### src/sv/lqs_pkg.sv
`default_nettype none
package lqs_pkg;

  localparam int DEPTH_DEFAULT = 8;
  localparam int MAX_OUT = 8;
  localparam int CNT_W = $clog2(MAX_OUT);

  localparam int OP_W = 2;
  localparam int STATUS_W = 2;
  localparam int DATA_W = 32;
  localparam int SLOT_W = 3;
  localparam int IN_DATA_W = 32;
  localparam int OUT_DATA_W = 40;
  localparam int PAD_W = OUT_DATA_W - DATA_W - SLOT_W;

  typedef enum logic [OP_W-1:0] {
    OP_INSERT,
    OP_DELETE,
    OP_TRAVERSE,
    OP_SEARCH
  } op_t;

  typedef enum logic [STATUS_W-1:0] {
    STAT_OK,
    STAT_OVERFLOW,
    STAT_EMPTY,
    STAT_NOTFOUND
  } status_t;

  typedef enum logic [1:0] {
    ST_IDLE,
    ST_EXEC,
    ST_RD,
    ST_CHK
  } state_t;

endpackage
`default_nettype wire

### src/sv/lqs_ram.sv
`default_nettype none
module lqs_ram #(
  parameter int WIDTH = 32,
  parameter int DEPTH = 8,
  parameter int AW = (DEPTH > 1) ? $clog2(DEPTH) : 1
) (
  input  logic             clk,
  input  logic             we,
  input  logic [AW-1:0]    waddr,
  input  logic [WIDTH-1:0] wdata,
  input  logic [AW-1:0]    raddr,
  output logic [WIDTH-1:0] rdata
);

  logic [WIDTH-1:0] mem [DEPTH];

  always_ff @(posedge clk) begin
    if (we) begin
      mem[waddr] <= wdata;
    end
    rdata <= mem[raddr];
  end

endmodule
`default_nettype wire

### src/sv/linear_queue_with_search.sv
`default_nettype none
// Non-circular queue of signed 32-bit words held in a single-port-read RAM of DEPTH
// entries, with a sequencer that serves one transaction at a time. Insert and any
// operation on an empty queue go through the execute state, delete reads the head entry
// and then checks it, and traverse and search visit n entries (at most 8 for traverse,
// up to DEPTH for search); each visited entry costs one registered RAM read and one
// compare. A finished result waits in the output register while the next transaction
// is accepted.
module linear_queue_with_search #(
  parameter int DEPTH = lqs_pkg::DEPTH_DEFAULT
) (
  input  logic                            clk,
  input  logic                            rst,
  input  logic                            s_tvalid,
  output logic                            s_tready,
  input  logic [lqs_pkg::IN_DATA_W-1:0]   s_tdata,  // value
  input  logic [lqs_pkg::OP_W-1:0]        s_tuser,  // op
  output logic                            m_tvalid,
  input  logic                            m_tready,
  output logic [lqs_pkg::OUT_DATA_W-1:0]  m_tdata,  // data, slot, zero fill
  output logic [lqs_pkg::STATUS_W-1:0]    m_tuser,  // status
  output logic                            m_tlast   // last
);

  import lqs_pkg::*;

  localparam int IDX_W = (DEPTH > 1) ? $clog2(DEPTH) : 1;

  state_t state, state_next;
  op_t op, op_next;
  logic signed [DATA_W-1:0] value, value_next;
  logic [IDX_W-1:0] head, head_next;
  logic [IDX_W-1:0] tail, tail_next;
  logic empty, empty_next;
  logic [IDX_W-1:0] ptr, ptr_next;
  logic [CNT_W-1:0] cnt, cnt_next;

  logic out_valid, out_valid_next;
  status_t out_status, out_status_next;
  logic signed [DATA_W-1:0] out_data, out_data_next;
  logic [SLOT_W-1:0] out_slot, out_slot_next;
  logic out_last, out_last_next;

  logic ram_we;
  logic [IDX_W-1:0] ram_waddr;
  logic [DATA_W-1:0] ram_rdata;
  logic out_free;
  logic trav_last;

  lqs_ram #(
    .WIDTH(DATA_W),
    .DEPTH(DEPTH),
    .AW(IDX_W)
  ) u_ram (
    .clk(clk),
    .we(ram_we),
    .waddr(ram_waddr),
    .wdata(value),
    .raddr(ptr),
    .rdata(ram_rdata)
  );

  always_ff @(posedge clk) begin
    if (rst) begin
      state <= ST_IDLE;
      head <= '0;
      tail <= '0;
      empty <= 1'b1;
      ptr <= '0;
      cnt <= '0;
      out_valid <= 1'b0;
    end else begin
      state <= state_next;
      head <= head_next;
      tail <= tail_next;
      empty <= empty_next;
      ptr <= ptr_next;
      cnt <= cnt_next;
      out_valid <= out_valid_next;
    end
  end

  always_ff @(posedge clk) begin
    op <= op_next;
    value <= value_next;
    out_status <= out_status_next;
    out_data <= out_data_next;
    out_slot <= out_slot_next;
    out_last <= out_last_next;
  end

  always_comb begin
    state_next = state;
    op_next = op;
    value_next = value;
    head_next = head;
    tail_next = tail;
    empty_next = empty;
    ptr_next = ptr;
    cnt_next = cnt;
    out_valid_next = out_valid;
    out_status_next = out_status;
    out_data_next = out_data;
    out_slot_next = out_slot;
    out_last_next = out_last;
    ram_we = 1'b0;
    ram_waddr = tail;
    s_tready = (state == ST_IDLE);
    out_free = !out_valid || m_tready;
    trav_last = (ptr == tail) || (cnt == CNT_W'(MAX_OUT - 1));

    if (out_valid && m_tready) begin
      out_valid_next = 1'b0;
    end

    unique case (state)
      ST_IDLE: begin
        if (s_tvalid) begin
          op_next = op_t'(s_tuser);
          value_next = s_tdata;
          ptr_next = head;
          cnt_next = '0;
          if (op_t'(s_tuser) == OP_INSERT || empty) begin
            state_next = ST_EXEC;
          end else begin
            state_next = ST_RD;
          end
        end
      end
      ST_EXEC: begin
        if (out_free) begin
          out_valid_next = 1'b1;
          out_data_next = '0;
          out_slot_next = '0;
          out_last_next = 1'b1;
          state_next = ST_IDLE;
          if (op == OP_INSERT) begin
            if (empty) begin
              ram_we = 1'b1;
              ram_waddr = '0;
              head_next = '0;
              tail_next = '0;
              empty_next = 1'b0;
              out_status_next = STAT_OK;
            end else if (tail == IDX_W'(DEPTH - 1)) begin
              out_status_next = STAT_OVERFLOW;
            end else begin
              ram_we = 1'b1;
              ram_waddr = tail + 1'b1;
              tail_next = tail + 1'b1;
              out_status_next = STAT_OK;
            end
          end else begin
            out_status_next = STAT_EMPTY;
          end
        end
      end
      ST_RD: begin
        state_next = ST_CHK;
      end
      ST_CHK: begin
        unique case (op)
          OP_DELETE: begin
            if (out_free) begin
              out_valid_next = 1'b1;
              out_status_next = STAT_OK;
              out_data_next = ram_rdata;
              out_slot_next = '0;
              out_last_next = 1'b1;
              state_next = ST_IDLE;
              if (head == tail) begin
                head_next = '0;
                tail_next = '0;
                empty_next = 1'b1;
              end else begin
                head_next = head + 1'b1;
              end
            end
          end
          OP_TRAVERSE: begin
            if (out_free) begin
              out_valid_next = 1'b1;
              out_status_next = STAT_OK;
              out_data_next = ram_rdata;
              out_slot_next = SLOT_W'(ptr);
              out_last_next = trav_last;
              if (trav_last) begin
                state_next = ST_IDLE;
              end else begin
                ptr_next = ptr + 1'b1;
                cnt_next = cnt + 1'b1;
                state_next = ST_RD;
              end
            end
          end
          OP_SEARCH: begin
            if (ram_rdata == value) begin
              if (out_free) begin
                out_valid_next = 1'b1;
                out_status_next = STAT_OK;
                out_data_next = ram_rdata;
                out_slot_next = SLOT_W'(ptr);
                out_last_next = 1'b1;
                state_next = ST_IDLE;
              end
            end else if (ptr == tail) begin
              if (out_free) begin
                out_valid_next = 1'b1;
                out_status_next = STAT_NOTFOUND;
                out_data_next = '0;
                out_slot_next = '0;
                out_last_next = 1'b1;
                state_next = ST_IDLE;
              end
            end else begin
              ptr_next = ptr + 1'b1;
              state_next = ST_RD;
            end
          end
          OP_INSERT: begin
            state_next = ST_IDLE;
          end
        endcase
      end
    endcase
  end

  assign m_tvalid = out_valid;
  assign m_tdata = {{PAD_W{1'b0}}, out_slot, out_data};
  assign m_tuser = out_status;
  assign m_tlast = out_last;

endmodule
`default_nettype wire

### config.mk
export PLATFORM = sky130hd
export DESIGN_NAME = linear_queue_with_search
export DESIGN_NICKNAME = d
export VERILOG_FILES = /design/src/sv/lqs_pkg.sv /design/src/sv/lqs_ram.sv /design/src/sv/linear_queue_with_search.sv
export SDC_FILE = /design/constraint.sdc
export NUM_CORES = 1
export LEC_CHECK = 0
export ABC_AREA = 1
export ABC_CLOCK_PERIOD_IN_PS = 9900
export BUFFER_PORTS_ARGS = -buffer_cell sky130_fd_sc_hd__clkbuf_2
export CELL_PAD_IN_SITES_DETAIL_PLACEMENT = 1
export CELL_PAD_IN_SITES_GLOBAL_PLACEMENT = 1
export CORE_UTILIZATION = 54
export CTS_CLUSTER_SIZE = 8
export DETAILED_ROUTE_END_ITERATION = 6
export GPL_ROUTABILITY_DRIVEN = 0
export PLACE_DENSITY = 0.82
export REMOVE_ABC_BUFFERS = 1
export SLEW_MARGIN = 20
export SYNTH_ARGS = -nofsm -noshare
export SYNTH_HDL_FRONTEND = slang
export SYNTH_SLANG_ARGS = --single-unit
### constraint.sdc
create_clock -name clk -period 9.9 [get_ports clk]
set_input_delay 0.495 -clock clk [delete_from_list [all_inputs] [get_ports clk]]
set_output_delay 0.495 -clock clk [all_outputs]
set_load 0.03 [all_outputs]
==> qor.yml <==
dieArea_mm2: 0.0285
yosysWarningCount: 0
dpl.hpwl_um: 22800
core_area_mm2: 0.0271
cts.path.max_buffers: 3
synth_top_cell_by_area: "edfxtp_1"
status: "complete, no violations"
clk_latency_ps: 560
cts_sinks: 376
cts.repair.resized: 0
grt_max_degree: 77
fillerInstances: 2619
dr_total_vias: 10150
slowest_delay_ps: 770
layout_common_cells: "328 x edfxtp_1, 258 x nor2_1, 128 x o21ai_0"
slew_headroom: 0.270
cp.required_ps: 10120
placed_area_mm2: 0.0157
hold_path.class: "in -> reg"
io_buffers: 77
cap_violations: 0
period_needed_ps: 3530
grt_usage: 0.290
vdd_drop_max_mv: 0.174
fp.dieH_um: 169
cts.root.buffer_cell: "clkbuf_16"
viasPerCell: 6.00
clock_skew_ps: 22.1
num_rows: 60
worstMarginPinSlew_ps: 1090
synth_area_leaders: "edfxtp_1 66%, nor2_1 6.7%, dfxtp_1 6.4%, o21ai_0 4.3%, nand2_1 2.2%"
antenna_cells: 0
worstSetupPathType: "reg -> reg"
drtAntennaViolNets: 0
initial_core_util: 0.554
multi_input_area_mm2: 0.00375
end_kind: "register"
cts_setup_buffers: 0
syn_avg_cell_area_um2: 12.5
cts-htree-levels: 2
slew_viol_final: 0
critPathSlowestCell: "nor2_4"
power_density_mw_per_mm2: 269
first_pass_iters: 5
finalCritPeriodShare: 0.356
path_cells: "inv_1, ha_1, inv_1, nor2_1, o21ai_1, nor2_1, nand4_1, nor2_4, buf_4"
grt_overflow: 0
ioPinCount: 83
grt_pass1_wl_um: 61900
fmax_mhz: 283
syn_inst: 1199
leakagePower_uw: 0.00605
setup_tns_ps: 0
seqCellArea_mm2: 0.0108
final_cell_area_mm2: 0.0174
path_max_fanout: 18
grt_pass1_vias: 10880
cp.arrival_ps: 3740
rsz0062_at_grt: "false"
nNetsFinal: 1331
drive_gt1_frac: 0.142
synth_cell_types: 40
clk_pin_slew_ps: 60
crit_path_start_kind: "register"
wl_per_cell_um: 24.5
cts_tree: "yes"
hold_viol: 0
cts_buffers: 52
synth_seq_cells: 376
synth_top_cell_area_share: 0.657
wl_um: 41500
setup_viol: 0
drtIter0Drc: 981
area_delta_synth_final_pct: 15.7
ys.flop_type: "edfxtp_1"
final_common_cell: "edfxtp_1"
grt_antenna_before_repair: 0
ys_seq_area_frac: 0.721
synth_edf_count: 328
holdBufCountCts: 0
die_w_um: 169
total_power_uw: 4660
async_flop_share: 0
drcViolationCount: 0
netlist_area_mm2: 0.0150
==> layout make-up <==
type,count,area share
clock buffers,95,0.0867
clock inverters,1,0.000937
inverters,47,0.0102
multi-input cells,709,0.216
flip-flops and latches,376,0.623
well taps,372,0.0268
repair buffers,93,0.0360
==> cells by family after synthesis <==
group / Yosys count / synth area share
and+or+nand+nor: 384 / 0.103
DFF: 376 / 0.721
AOI/OAI and AO/OA: 272 / 0.110
buffers and inverters: 118 / 0.0347
xor gates and xnor gates: 34 / 0.0199
adders and majority gates: 14 / 0.0117
other: 1 / 0.000250
==> routing by layer <==
layer / track usage / up-vias / part of all wire / routed length [µm]
met5: 0 / - / 0 / 0
met4: 0.113 / 0 / 0.027 / 1100
met3: 0.0390 / 79 / 0.054 / 2250
met2: 0.513 / 424 / 0.51 / 21300
met1: 0.362 / 5168 / 0.41 / 16800
li1: - / 4479 / - / -
==> critical path: cells and delay by family (launching register included) <==
| family | cells | cell delay, ps |
|---|---|---|
| buffers and inverters | 3 | 670 |
| AOI/OAI and AO/OA | 1 | 190 |
| adders and majority gates | 1 | 200 |
| DFF | 1 | 440 |
| and+or+nand+nor | 4 | 1680 |
==> synth_stat cells (8+ instances only) <==
library cell  count
ha_1             14
inv_1            39
a21oi_1          14
a31oi_1          33
nand2_1          89
a32o_1           32
buf_4            11
xnor2_1          32
o21ai_0         128
dfxtp_1          48
inv_2             8
clkbuf_1         39
edfxtp_1        328
nor2_1          266
o22ai_1          33
buf_2            17
o21ai_1          18
==> power breakdown <==
group	switching (µW)	internal, µW
Combinational	604	252
Clock	650	1010
Sequential	183	1960
==> state kept, by name (all words and copies together), names as in the netlist, 32 cells and up <==
name,flops
u_ram.rdata,32
value,32
out_data,32
u_ram.mem,256
==> final timing paths <==
| path | cells past startpoint | startpoint | slack, ps | endpoint |
|---|---|---|---|---|
| min reg2reg | 2 | cnt[1]$_SDFFE_PP0P_ | 480 | cnt[1]$_SDFFE_PP0P_ |
| min | 1 | s_tdata[0] | 120 | value[0]$_DFFE_PP_ |
| max | 9 | op[1]$_DFFE_PP_ | 6370 | u_ram.mem[3][7]$_DFFE_PP_ |
| max reg2reg | 9 | op[1]$_DFFE_PP_ | 6370 | u_ram.mem[3][7]$_DFFE_PP_ |
==> through the flow <==
| step | hold WS [ps] | setup slack (ps) | util | instances |
|---|---|---|---|---|
| 6_report | 116 | 6370 | 0.640 | 1693 |
| 5_1_grt | 106 | 6240 | 0.640 | 1693 |
| 3_5_place_dp | 471 | 6380 | 0.580 | 1593 |
| 4_1_cts | 100 | 6370 | 0.636 | 1689 |
| 3_3_place_gp | 469 | 6530 | 0.578 | 1591 |
| 2_1_floorplan | 454 | 5450 | - | 1132 |
No activity file was read; power rests on OpenSTA's default activity.
